File: src/rtl/sca_pkg.sv
`default_nettype none
package sca_pkg;

  localparam int HEAP_BYTES   = 65536;
  localparam int ALIGN_BYTES  = 8;
  localparam int ALIGN_LG     = 3;
  localparam int SMALL_LIMIT  = 128;
  localparam int REFILL_COUNT = 20;
  localparam int NUM_CLASSES  = SMALL_LIMIT / ALIGN_BYTES;
  localparam int LINK_DEPTH   = HEAP_BYTES / ALIGN_BYTES;
  localparam int MAX_ROUNDS   = 4;

  localparam int AW  = 17;                      // internal address / link word width
  localparam int CW  = $clog2(NUM_CLASSES);     // class index
  localparam int LW  = $clog2(LINK_DEPTH);      // link memory index
  localparam int BSW = 8;                       // rounded block size
  localparam int KW  = 5;                       // refill counter
  localparam int ACW = 12;                      // carved byte total
  localparam int RW  = 3;                       // round counter

  typedef enum logic [1:0] {
    ST_OK    = 2'd0,
    ST_LARGE = 2'd1,
    ST_OOM   = 2'd2
  } status_t;

  typedef enum logic [3:0] {
    S_IDLE, S_DECODE, S_POP_WAIT, S_CHK, S_SCAN, S_SCAN_WAIT,
    S_CNT, S_LINK, S_DONE
  } state_t;

  typedef enum logic [3:0] {
    OP_NONE, OP_LOAD, OP_LARGE, OP_FREE, OP_POP, OP_POP_FIN, OP_GROW,
    OP_SCAN_HIT, OP_SCAN_NEXT, OP_SCAN_FIN, OP_CNT_INIT, OP_CNT,
    OP_CARVE, OP_LINK, OP_OOM, OP_OUT
  } op_t;

  typedef struct packed {
    op_t op;
  } cmd_t;

  typedef struct packed {
    logic is_large;
    logic is_free;
    logic head_nz;
    logic round_max;
    logic left_ge_bs;
    logic heap_ok;
    logic scan_hit;
    logic scan_last;
    logic cnt_more;
    logic cnt_gt1;
    logic link_last;
  } stat_t;

  // size class of a byte count (count of at least one)
  function automatic logic [CW-1:0] cls_of(input logic [AW-1:0] b);
    logic [AW:0] t;
    logic [AW:0] q;
    t = {1'b0, b} + (AW+1)'(ALIGN_BYTES - 1);
    q = t >> ALIGN_LG;
    if (q == '0) q = (AW+1)'(1);
    q = q - (AW+1)'(1);
    if (q >= (AW+1)'(NUM_CLASSES)) return CW'(NUM_CLASSES - 1);
    return q[CW-1:0];
  endfunction

endpackage
`default_nettype wire

File: src/rtl/sca_ctrl.sv
`default_nettype none
module sca_ctrl (
  input  wire logic           clk,
  input  wire logic           rst_n,
  input  wire logic           in_valid,
  output logic                in_ready,
  output logic                out_valid,
  input  wire logic           out_ready,
  input  wire sca_pkg::stat_t stat,
  output sca_pkg::cmd_t       cmd
);
  sca_pkg::state_t state_r, state_nxt;
  logic out_valid_r, out_valid_nxt;

  // state and output flag
  always_ff @(posedge clk) begin
    if (!rst_n) begin
      state_r     <= sca_pkg::S_IDLE;
      out_valid_r <= 1'b0;
    end else begin
      state_r     <= state_nxt;
      out_valid_r <= out_valid_nxt;
    end
  end

  assign in_ready  = (state_r == sca_pkg::S_IDLE);
  assign out_valid = out_valid_r;

  // sequencing
  always_comb begin
    state_nxt     = state_r;
    cmd.op        = sca_pkg::OP_NONE;
    out_valid_nxt = out_valid_r && !out_ready;
    unique case (state_r)
      sca_pkg::S_IDLE: begin
        if (in_valid) begin
          cmd.op    = sca_pkg::OP_LOAD;
          state_nxt = sca_pkg::S_DECODE;
        end
      end
      sca_pkg::S_DECODE: begin
        if (stat.is_large) begin
          cmd.op    = sca_pkg::OP_LARGE;
          state_nxt = sca_pkg::S_DONE;
        end else if (stat.is_free) begin
          cmd.op    = sca_pkg::OP_FREE;
          state_nxt = sca_pkg::S_DONE;
        end else if (stat.head_nz) begin
          cmd.op    = sca_pkg::OP_POP;
          state_nxt = sca_pkg::S_POP_WAIT;
        end else begin
          state_nxt = sca_pkg::S_CHK;
        end
      end
      sca_pkg::S_POP_WAIT: begin
        cmd.op    = sca_pkg::OP_POP_FIN;
        state_nxt = sca_pkg::S_DONE;
      end
      sca_pkg::S_CHK: begin
        if (stat.round_max) begin
          cmd.op    = sca_pkg::OP_OOM;
          state_nxt = sca_pkg::S_DONE;
        end else if (stat.left_ge_bs) begin
          cmd.op    = sca_pkg::OP_CNT_INIT;
          state_nxt = sca_pkg::S_CNT;
        end else begin
          cmd.op    = sca_pkg::OP_GROW;
          state_nxt = stat.heap_ok ? sca_pkg::S_CHK : sca_pkg::S_SCAN;
        end
      end
      sca_pkg::S_SCAN: begin
        if (stat.scan_hit) begin
          cmd.op    = sca_pkg::OP_SCAN_HIT;
          state_nxt = sca_pkg::S_SCAN_WAIT;
        end else if (stat.scan_last) begin
          cmd.op    = sca_pkg::OP_OOM;
          state_nxt = sca_pkg::S_DONE;
        end else begin
          cmd.op    = sca_pkg::OP_SCAN_NEXT;
        end
      end
      sca_pkg::S_SCAN_WAIT: begin
        cmd.op    = sca_pkg::OP_SCAN_FIN;
        state_nxt = sca_pkg::S_CHK;
      end
      sca_pkg::S_CNT: begin
        if (stat.cnt_more) begin
          cmd.op = sca_pkg::OP_CNT;
        end else begin
          cmd.op    = sca_pkg::OP_CARVE;
          state_nxt = stat.cnt_gt1 ? sca_pkg::S_LINK : sca_pkg::S_DONE;
        end
      end
      sca_pkg::S_LINK: begin
        cmd.op = sca_pkg::OP_LINK;
        if (stat.link_last) state_nxt = sca_pkg::S_DONE;
      end
      sca_pkg::S_DONE: begin
        if (!out_valid_r || out_ready) begin
          cmd.op        = sca_pkg::OP_OUT;
          out_valid_nxt = 1'b1;
          state_nxt     = sca_pkg::S_IDLE;
        end
      end
      default: state_nxt = sca_pkg::S_IDLE;
    endcase
  end
endmodule
`default_nettype wire

File: config.mk
export PLATFORM = sky130hd
export DESIGN_NAME = sca_ctrl
export DESIGN_NICKNAME = d
export VERILOG_FILES = /design/src/rtl/sca_pkg.sv /design/src/rtl/sca_ctrl.sv
export SDC_FILE = /design/constraint.sdc
export NUM_CORES = 1
export LEC_CHECK = 0
export ABC_AREA = 1
export BUFFER_PORTS_ARGS = -buffer_cell sky130_fd_sc_hd__buf_2
export CORE_MARGIN = 5
export CORE_UTILIZATION = 40
export CTS_CLUSTER_SIZE = 14
export DETAILED_ROUTE_END_ITERATION = 10
export GPL_TIMING_DRIVEN = 0
export MAX_ROUTING_LAYER = met4
export PLACE_DENSITY = 0.69
export SKIP_LAST_GASP = 1
export SLEW_MARGIN = 30
export SYNTH_ARGS = -nofsm -noshare
export SYNTH_HDL_FRONTEND = slang
export SYNTH_SLANG_ARGS = --single-unit
File: constraint.sdc
create_clock -name clk -period 1.2 [get_ports clk]
set_clock_uncertainty 0.1 [all_clocks]
set_input_delay 0.24 -clock clk [delete_from_list [all_inputs] [get_ports clk]]
set_output_delay 0.24 -clock clk [all_outputs]
set_load 0.01 [all_outputs]
* Word-level counts from Yosys, hierarchy flattened
Cells that the tools add are included.
** Storage, ports and cells
- Register bits after elaboration :: 5
- Latch bits :: 0
- Memory bits (writable) :: 0
- Memory bits (read-only) :: 0
- Memories kept :: 0
** Cells by class
- Add/sub/neg operators :: 0
- Multiply operators :: 0
- Divide/modulo/power cells :: 0
- $lt $le $gt $ge :: 0
- Equality and inequality tests :: 13
- Shifts and indexed selects :: 0
- Mux-type cells :: 27
- Bitwise operators :: 0
- Reductions and logical operators :: 6
** Operators by type and width (number)
- $pmux W4 S9 :: 2
- $mux W4 :: 14
- $mux W3 :: 7
- $eq A4 B3 Y1 const B :: 4
- $eq A4 B2 Y1 const B :: 2
- $ne A2 B2 Y1 const B :: 4
- $reduce_and A5 Y1 :: 1
- $eq A4 B1 Y1 const B :: 1
- $eq A4 B4 Y1 const B :: 1
- $logic_not A4 Y1 :: 1
- $mux W1 :: 4
- $ne A3 B3 Y1 const B :: 1
- $logic_not A1 Y1 :: 2
- $logic_and A1 B1 Y1 :: 1
- $logic_or A1 B1 Y1 :: 1

* Depth between registers and ports, before layout
Gate-level depths: netlist of run 1.
- Word-level depth :: 4
- Gate-level depth with buffers :: 9
- Mapped depth without buffers :: 8

* Worst setup path before layout of run 1
OpenSTA, ideal clock, no wires.
- Kind :: register -> output
- From :: reg state_r[2]
- To :: out cmd[2] in the netlist's numbering
- Arrival :: 1.045 ns
- Slack :: -0.185 ns
- Cell stages (with the launch flop) :: 8
- Cells stage by stage :: dfxtp_1 > inv_1 > nor2_2 > buf_6 > nand2_1 > o21ai_0 > inv_1 > o211ai_1
** RTL lines
- start, declared :: line sca_ctrl.sv:12 : sca_pkg::state_t state_r, state_nxt;
- start signal, assigned :: line sca_ctrl.sv:18 : state_r <= sca_pkg::S_IDLE;
- start signal, assigned :: line sca_ctrl.sv:21 : state_r <= state_nxt;
- end, declared :: line sca_ctrl.sv:10 : output sca_pkg::cmd_t cmd

==> summary.log, run 1 <==
qor: clocking.clock_sink_total 5
qor: power_and_ir_drop.leakage 0.551 nW
qor: run.maxCapViolations 0
qor: grt.first_global_vias 903
qor: sta.worst_slew_pin_slew 230 ps
qor: min_path.hold_path_end state_r[3]$_SDFFE_PN0P_
qor: floorplanning.chipWidth 48.6 um
qor: finish.final.fill_count 110
qor: clocking.ctsRootBufferMaster sky130_fd_sc_hd__clkbuf_4
qor: floorplanning.ioPinCount 21
qor: sta.grt_setup_unrepaired true
qor: finish.final_layout_size_suffix_gt1_frac 0.523
qor: synth.post_synth_mux_area_share 0
qor: sta.fin_crit 1750 ps
qor: synth.synth_compound_area_frac 0.120
qor: worst_setup_path.arrival 1410 ps
qor: synth.synth_fp_nets 127
qor: clocking.cts_tree yes
qor: drt.detail_route.wl_per_cell 13.7 um
qor: placed_design.gpl_congestion 0.947
qor: finish.fin_cells 171
qor: drt.met2RoutedLength 1.10 mm
qor: drt.remaining_design_rule_violation_count 0
qor: finish.multi_input_area 529 um^2
qor: clocking.buffer_depth_of_the_longest_clock_path 2
qor: placed_design.hpwl 1.35 mm
qor: placed_design.numPortBuffers 20
qor: clocking.clock_latency 260 ps
qor: sta.max-slew-margin-rel 0.846
qor: min_path.hold_path.class in2reg
qor: min_path.min_path_cells 3
qor: synth.yosysSeqAreaShare 0.168
qor: synth.synth_xor_xnor_area_share 0
qor: synth.netlist_area_pre_place 596 um^2
qor: worst_setup_path.path_class reg2out
qor: status.outcome finished, violations left
qor: worst_setup_path.peak_fanout_along_the_critical_path 5
qor: sta.maxSlewViolCount 0
qor: worst_setup_path.endpoint_kind primary output
qor: worst_setup_path.setup.worst_path.start_class register
qor: synth.synthesis.instances 112
qor: floorplanning.die-height 48.6 um
qor: finish.net_count_final 171
qor: finish.layout_cell_area_excl_fill 1030 um^2
qor: min_path.min-delay-start rst_n
qor: worst_setup_path.setup_slack_of_the_most_critical_reg_to_reg_path -400 ps
qor: worst_setup_path.timing.reg2reg.worst_path_depth 10
qor: finish.area_delta_synth_final 72.9%
qor: synth.synthesis.yosys.warnings 0
qor: drt.routed.top_layer met4
qor: drt.met1Wirelength 943 um
qor: worst_setup_path.critPathRequiredTime 860 ps
qor: drt.dr_total_vias 929
qor: worst_setup_path.crit-reg2reg-launch state_r[2]$_SDFFE_PN0P_
qor: sta.final.hold.worst_slack 181 ps
qor: drt.route.met3.wl 247 um
qor: finish.register_area 115 um^2
qor: sta.setup_viol 9
qor: grt.grt_antenna_before_repair 0
qor: sta.finalCritPeriodShare 1.46
qor: worst_setup_path.cp_most_frequent_cell sky130_fd_sc_hd__nand2_2
qor: floorplanning.floorplan.rows 14
qor: sta.totalNegativeSetupSlack -4000 ps
qor: floorplanning.initial_utilization 0.410
qor: sta.fin_ws -554 ps
qor: clocking.tritoncts.num_buffers 3
qor: sta.achievable-frequency 570 MHz
qor: power_and_ir_drop.ir_worst_vdd 0.000553 V
qor: placed_design.numPlacedInstances 148
qor: finish.post-route-util 0.708
qor: synth.mean_post_synth_cell_area 5.32 um^2
qor: synth.synth-simple-area-share 0.574
qor: worst_setup_path.reg2reg_to state_r[0]$_SDFFE_PN0P_
qor: drt.wirelength 2.35 mm
qor: synth.fraction_of_the_mapped_netlist_area_in_adder_cells 0
qor: status.violated_checks negative setup slack
qor: clocking.cts_hold_repair.buffers 0
qor: placed_design.postPlaceCellArea 754 um^2
qor: drt.drtAntennaViolNets 0
qor: floorplanning.dieArea 2360 um^2
qor: finish.num_antenna_cells 0
qor: worst_setup_path.cell_by_cell_trace_of_the_critical_path inv_4, nor2_4, buf_6, nand2_2, nand2_2, nor3_2, o211ai_1, buf_2
qor: synth.yosysUniqueCellTypes 16
qor: worst_setup_path.critical_path.max_stage_delay 370 ps
qor: drt.detail_route.iter0.violations 62
qor: worst_setup_path.worstPathBufferInverterCount 3
qor: finish.most-common-layout-cells sky130_fd_sc_hd__nand2_1 (20), sky130_fd_sc_hd__buf_2 (20), sky130_fd_sc_hd__buf_4 (16)
qor: power_and_ir_drop.power_density 687 nW/um^2
qor: grt.wire_length_of_the_first_global_routing_pass 3.85 mm
qor: sta.hold_viol_final 0
qor: worst_setup_path.worst_path_max_delay_cell sky130_fd_sc_hd__dfxtp_4
qor: grt.pin_count_of_the_biggest_net_entering_global_routing 7
qor: clocking.htreeDepth 1
qor: synth.ys_ff_latch 5
qor: floorplanning.core 1450 um^2
qor: drt.vias_per_cell 5.43
qor: worst_setup_path.critical_path.top_delay_family flip-flops
qor: grt.gr_overflow_total 0
qor: synth.synth_top_family_by_area simple AND/OR/NAND/NOR gates
qor: clocking.path_clk_slew 50 ps
qor: grt.grt_use_total 0.204
qor: drt.dr_pass1_iterations 4
what timing repair did:
| item | in CTS | in global routing |
|---|---|---|
| buffers inserted | 18 | 0 |
| pin swaps | 11 | 4 |
| endpoints found under the setup margin | 9 | 9 |
| gates resized for setup | 26 | 9 |
| cloned | 1 | 0 |
routing by layer:
metal | vias up | global-route usage
met4 | 0 | 0.0807
met2 | 67 | 0.328
li1 | 447 | -
met1 | 406 | 0.251
met3 | 9 | 0.0337
met5 | - | -
synthesized netlist by cell type:
cell type,number,area share
sky130_fd_sc_hd__nand3b_1,2,0.025
sky130_fd_sc_hd__dfxtp_1,5,0.17
sky130_fd_sc_hd__nor2_4,1,0.019
sky130_fd_sc_hd__inv_1,19,0.12
sky130_fd_sc_hd__nand2_1,29,0.18
sky130_fd_sc_hd__o2111ai_1,1,0.015
sky130_fd_sc_hd__nor3_1,3,0.025
sky130_fd_sc_hd__nor2_2,4,0.042
sky130_fd_sc_hd__a21oi_1,7,0.059
sky130_fd_sc_hd__o211ai_1,1,0.013
sky130_fd_sc_hd__nor2_1,18,0.11
sky130_fd_sc_hd__nand3_2,2,0.034
sky130_fd_sc_hd__buf_6,1,0.019
sky130_fd_sc_hd__o21ai_0,4,0.034
sky130_fd_sc_hd__nand3_1,12,0.10
sky130_fd_sc_hd__nand4_1,3,0.032
metrics by stage:
stage | setup WS (ps) | total power [W]
finish | -554 | 0.000708
global route | -621 | 0.000763
CTS | -521 | 0.000679
detailed placement | -355 | 0.000402
global placement | -351 | 0.000398
floorplan | -116 | 0.000326
report_power, final:
part           internal (W)  switching (W)
clock network      0.000127      0.0000854
registers          0.000172      0.0000151
logic              0.000144       0.000165
total              0.000443       0.000265
final cells by class:
type                       instances  share of cell area
clock buffer                       4              0.0255
multi-input combinational         87               0.514
buffer                             1              0.0109
tap                               16              0.0194
inverter                          19              0.0717
sequential                         5               0.112
timing repair buffer              39               0.247
how the worst max path moves through the flow:
stage	end	cells past startpoint	slack, ps	from
floorplan	cmd[2]	7	-120	state_r[2]$_SDFFE_PN0P_
global placement	cmd[2]	6	-350	state_r[2]$_SDFFE_PN0P_
detailed placement	cmd[2]	6	-350	state_r[2]$_SDFFE_PN0P_
CTS	cmd[2]	7	-520	state_r[0]$_SDFFE_PN0P_
global route	cmd[2]	8	-620	state_r[2]$_SDFFE_PN0P_
finish	cmd[2]	8	-550	state_r[2]$_SDFFE_PN0P_
worst register-to-register path, stage by stage, from the launching register on:
cell and delay [ps]:
sky130_fd_sc_hd__dfxtp_4 370, sky130_fd_sc_hd__inv_4 70, sky130_fd_sc_hd__nor2_4 30, sky130_fd_sc_hd__buf_4 140
sky130_fd_sc_hd__buf_2 150, sky130_fd_sc_hd__buf_4 140, sky130_fd_sc_hd__nand3_2 110, sky130_fd_sc_hd__nand3_4 100
sky130_fd_sc_hd__nor2_4 120, sky130_fd_sc_hd__nand2_1 70, sky130_fd_sc_hd__a21oi_1 120
sequential cells by signal, indices dropped and copies added, names as in the netlist:
name       flops
state_r        4
out_valid      1
kinds of logic after synthesis:
kind of cell,after synthesis
AO/OA/AOI/OAI,13
buffers and inverters,20
flip-flops,5
AND/OR/NAND/NOR,74
Note: power is estimated with default switching activity, not from simulation.
==> run 2: changes to the inputs <==
--- a/config.mk
+++ b/config.mk
@@ -14,7 +14,6 @@
 export GPL_TIMING_DRIVEN = 0
 export MAX_ROUTING_LAYER = met4
 export PLACE_DENSITY = 0.69
-export SKIP_LAST_GASP = 1
 export SLEW_MARGIN = 30
 export SYNTH_ARGS = -nofsm -noshare
 export SYNTH_HDL_FRONTEND = slang
==> run 2 against run 1 <==
  * The flow still finishes with violations (negative setup slack)
  * Hold slack got worse by 6.1 ps
  * Combinational power rose by 5%
  * Sequential share of layout area fell by 0.52 points
  * Die area did not move
  * First-iteration DRC count rose by 15%
  * Clock power rose by 4%
  * Cell count rose by 1.2%
  * Cell area rose by 4.9%
  * Power rose by 3.4%
  * Critical path depth rose by 1
  * Maximum frequency fell by 0.22%
  * Non-clock buffer count rose by 2
  * Critical endpoint is now cmd[0]
  * Highest routed layer unchanged
==> summary.log, run 2 (synthesis gave the netlist of run 1 again) <==
qor: status.outcome finished, violations left
qor: status.violated_checks negative setup slack
qor: min_path.hold_path.class in2reg
qor: sta.maxSlewViolCount 0 [unchanged]
qor: sta.hold_viol_final 0 [unchanged]
qor: grt.wire_length_of_the_first_global_routing_pass 3.86 mm [+0.36%]
qor: sta.totalNegativeSetupSlack -4040 ps [-44.6 ps]
qor: clocking.ctsRootBufferMaster sky130_fd_sc_hd__clkbuf_4
qor: finish.net_count_final 173 [+1.2%]
qor: floorplanning.chipWidth 48.6 um [unchanged]
qor: worst_setup_path.cp_most_frequent_cell sky130_fd_sc_hd__buf_6
qor: placed_design.hpwl 1.35 mm [unchanged]
qor: clocking.htreeDepth 1 [unchanged]
qor: grt.gr_overflow_total 0 [unchanged]
qor: sta.setup_viol 9 [unchanged]
qor: placed_design.gpl_congestion 0.947 [unchanged]
qor: worst_setup_path.endpoint_kind primary output
qor: worst_setup_path.peak_fanout_along_the_critical_path 5 [unchanged]
qor: floorplanning.ioPinCount 21 [unchanged]
qor: floorplanning.die-height 48.6 um [unchanged]
qor: finish.area_delta_synth_final 81.3%
qor: clocking.cts_tree yes
qor: sta.worst_slew_pin_slew 231 ps [+0.196 ps]
qor: drt.drtAntennaViolNets 0 [unchanged]
qor: worst_setup_path.cell_by_cell_trace_of_the_critical_path inv_4, nor2_4, buf_6, buf_6, nand2_4, inv_2, nor3_2, nand4_1, buf_2
qor: drt.dr_pass1_iterations 4 [unchanged]
qor: power_and_ir_drop.report.power.total 0.000732 W [+3.4%]
qor: worst_setup_path.critPathRequiredTime 860 ps [about the same]
qor: placed_design.numPortBuffers 20 [unchanged]
qor: floorplanning.core 1450 um^2 [unchanged]
qor: sta.fin_ws -558 ps [-3.88 ps]
qor: floorplanning.dieArea 2360 um^2 [unchanged]
qor: sta.max-slew-margin-rel 0.845 [-0.00119]
qor: finish.layout_cell_area_excl_fill 1080 um^2 [+4.9%]
qor: power_and_ir_drop.power_density 678 nW/um^2 [-1.4%]
qor: grt.grt_use_total 0.204 [unchanged]
qor: power_and_ir_drop.leakage 0.564 nW [+2.3%]
qor: finish.most-common-layout-cells sky130_fd_sc_hd__buf_2 (19), sky130_fd_sc_hd__buf_4 (18), sky130_fd_sc_hd__nand2_1 (17)
qor: floorplanning.initial_utilization 0.410 [unchanged]
qor: worst_setup_path.setup_slack_of_the_most_critical_reg_to_reg_path -420 ps [-20 ps]
qor: power_and_ir_drop.ir_worst_vdd 0.000488 V [-12%]
qor: sta.achievable-frequency 569 MHz [-0.22%]
qor: drt.remaining_design_rule_violation_count 0 [unchanged]
qor: worst_setup_path.arrival 1420 ps [about the same]
qor: drt.vias_per_cell 5.55 [+2.1%]
qor: finish.largest_register_ffs 4 [unchanged]
qor: worst_setup_path.worst_path_max_delay_cell sky130_fd_sc_hd__dfxtp_4
qor: drt.detail_route.iter0.violations 71 [+15%]
qor: clocking.tritoncts.num_buffers 3 [unchanged]
qor: drt.detail_route.wl_per_cell 14.9 um [+8.1%]
qor: grt.grt_antenna_before_repair 0 [unchanged]
qor: grt.pin_count_of_the_biggest_net_entering_global_routing 7 [unchanged]
qor: finish.max_flop_register state_r
qor: placed_design.postPlaceCellArea 754 um^2 [unchanged]
qor: clocking.buffer_depth_of_the_longest_clock_path 2 [unchanged]
qor: worst_setup_path.path_class reg2out
qor: grt.first_global_vias 919 [+1.8%]
qor: clocking.clock_latency 260 ps [about the same]
qor: drt.dr_total_vias 960 [+3.3%]
qor: worst_setup_path.setup.worst_path.start_class register
qor: drt.wirelength 2.57 mm [+9.4%]
qor: sta.grt_setup_unrepaired true
qor: finish.final_common_cell sky130_fd_sc_hd__buf_2
qor: run.maxCapViolations 0 [unchanged]
qor: clocking.path_clk_slew 50 ps [about the same]
qor: worst_setup_path.critical_path.max_stage_delay 370 ps [about the same]
qor: finish.num_antenna_cells 0 [unchanged]
qor: clocking.clock_sink_total 5 [unchanged]
qor: sta.finalCritPeriodShare 1.46 [+0.00324]
qor: floorplanning.floorplan.rows 14 [unchanged]
qor: finish.final_layout_size_suffix_gt1_frac 0.573 [+0.0507]
qor: finish.post-route-util 0.743 [+0.0344]
qor: sta.fin_crit 1760 ps [+3.88 ps]
[run 2: cell count changes in the layout (fill, tap and decap cells not counted), sizes merged]
cell and delta:
buf +2
[run 2: stage by stage]
step,std cells,hold WS (ps),worst slack [ps]
floorplan,112,321,-116
global placement,148,405,-351
detailed placement,148,405,-355
CTS,171,180,-505
global route,173,195,-638
finish,173,175,-558
[run 2: power by group]
part	leakage [nW]	internal (W)	total [W]	switching, W
logic	0.505	0.000148	0.000323	0.000176
registers	0.0436	0.000171	0.000187	0.0000158
clock network	0.0150	0.000127	0.000221	0.0000938
total	0.564	0.000446	0.000732	0.000285
[run 2: critical path: cells and delay by family (launching register included)]
kind                   cells  cell delay, ps
buffers and inverters      5             520
DFF                        1             370
and+or+nand+nor            4             270
[run 2: area by class of cell]
type / instances / area [um^2]
Multi-Input combinational cell: 87 / 558
Fill cell: 105 / 374
Timing Repair Buffer: 41 / 275
Sequential cell: 5 / 115
Inverter: 19 / 73.8
Clock buffer: 4 / 26.3
Tap cell: 16 / 20.0
Buffer: 1 / 11.3
[run 2: final timing paths]
kind	start	endpoint	depth (start not counted)
max	state_r[2]$_SDFFE_PN0P_	cmd[0]	9
min	out_ready	out_valid$_SDFF_PN0_	4
max reg2reg	state_r[2]$_SDFFE_PN0P_	state_r[0]$_SDFFE_PN0P_	10
min reg2reg	out_valid$_SDFF_PN0_	out_valid$_SDFF_PN0_	4
[run 2: layer usage]
layer / wire (um) / part of all wire / global-route usage / vias up
li1: - / - / - / 447
met1: 993 / 0.39 / 0.247 / 445
met2: 1250 / 0.49 / 0.339 / 63
met3: 292 / 0.11 / 0.0337 / 5
met4: 33 / 0.013 / 0.0673 / 0
met5: 0 / 0 / - / -
[run 2: repair_timing]
| item | in CTS | in global routing |
|---|---|---|
| hold endpoints to repair | 0 | 0 |
| pin swaps | 12 | 10 |
| cloned | 1 | 0 |
| endpoints found under the setup margin | 9 | 9 |
| hold buffers | 0 | 0 |
| setup buffers | 18 | 3 |
| resized for setup | 28 | 17 |
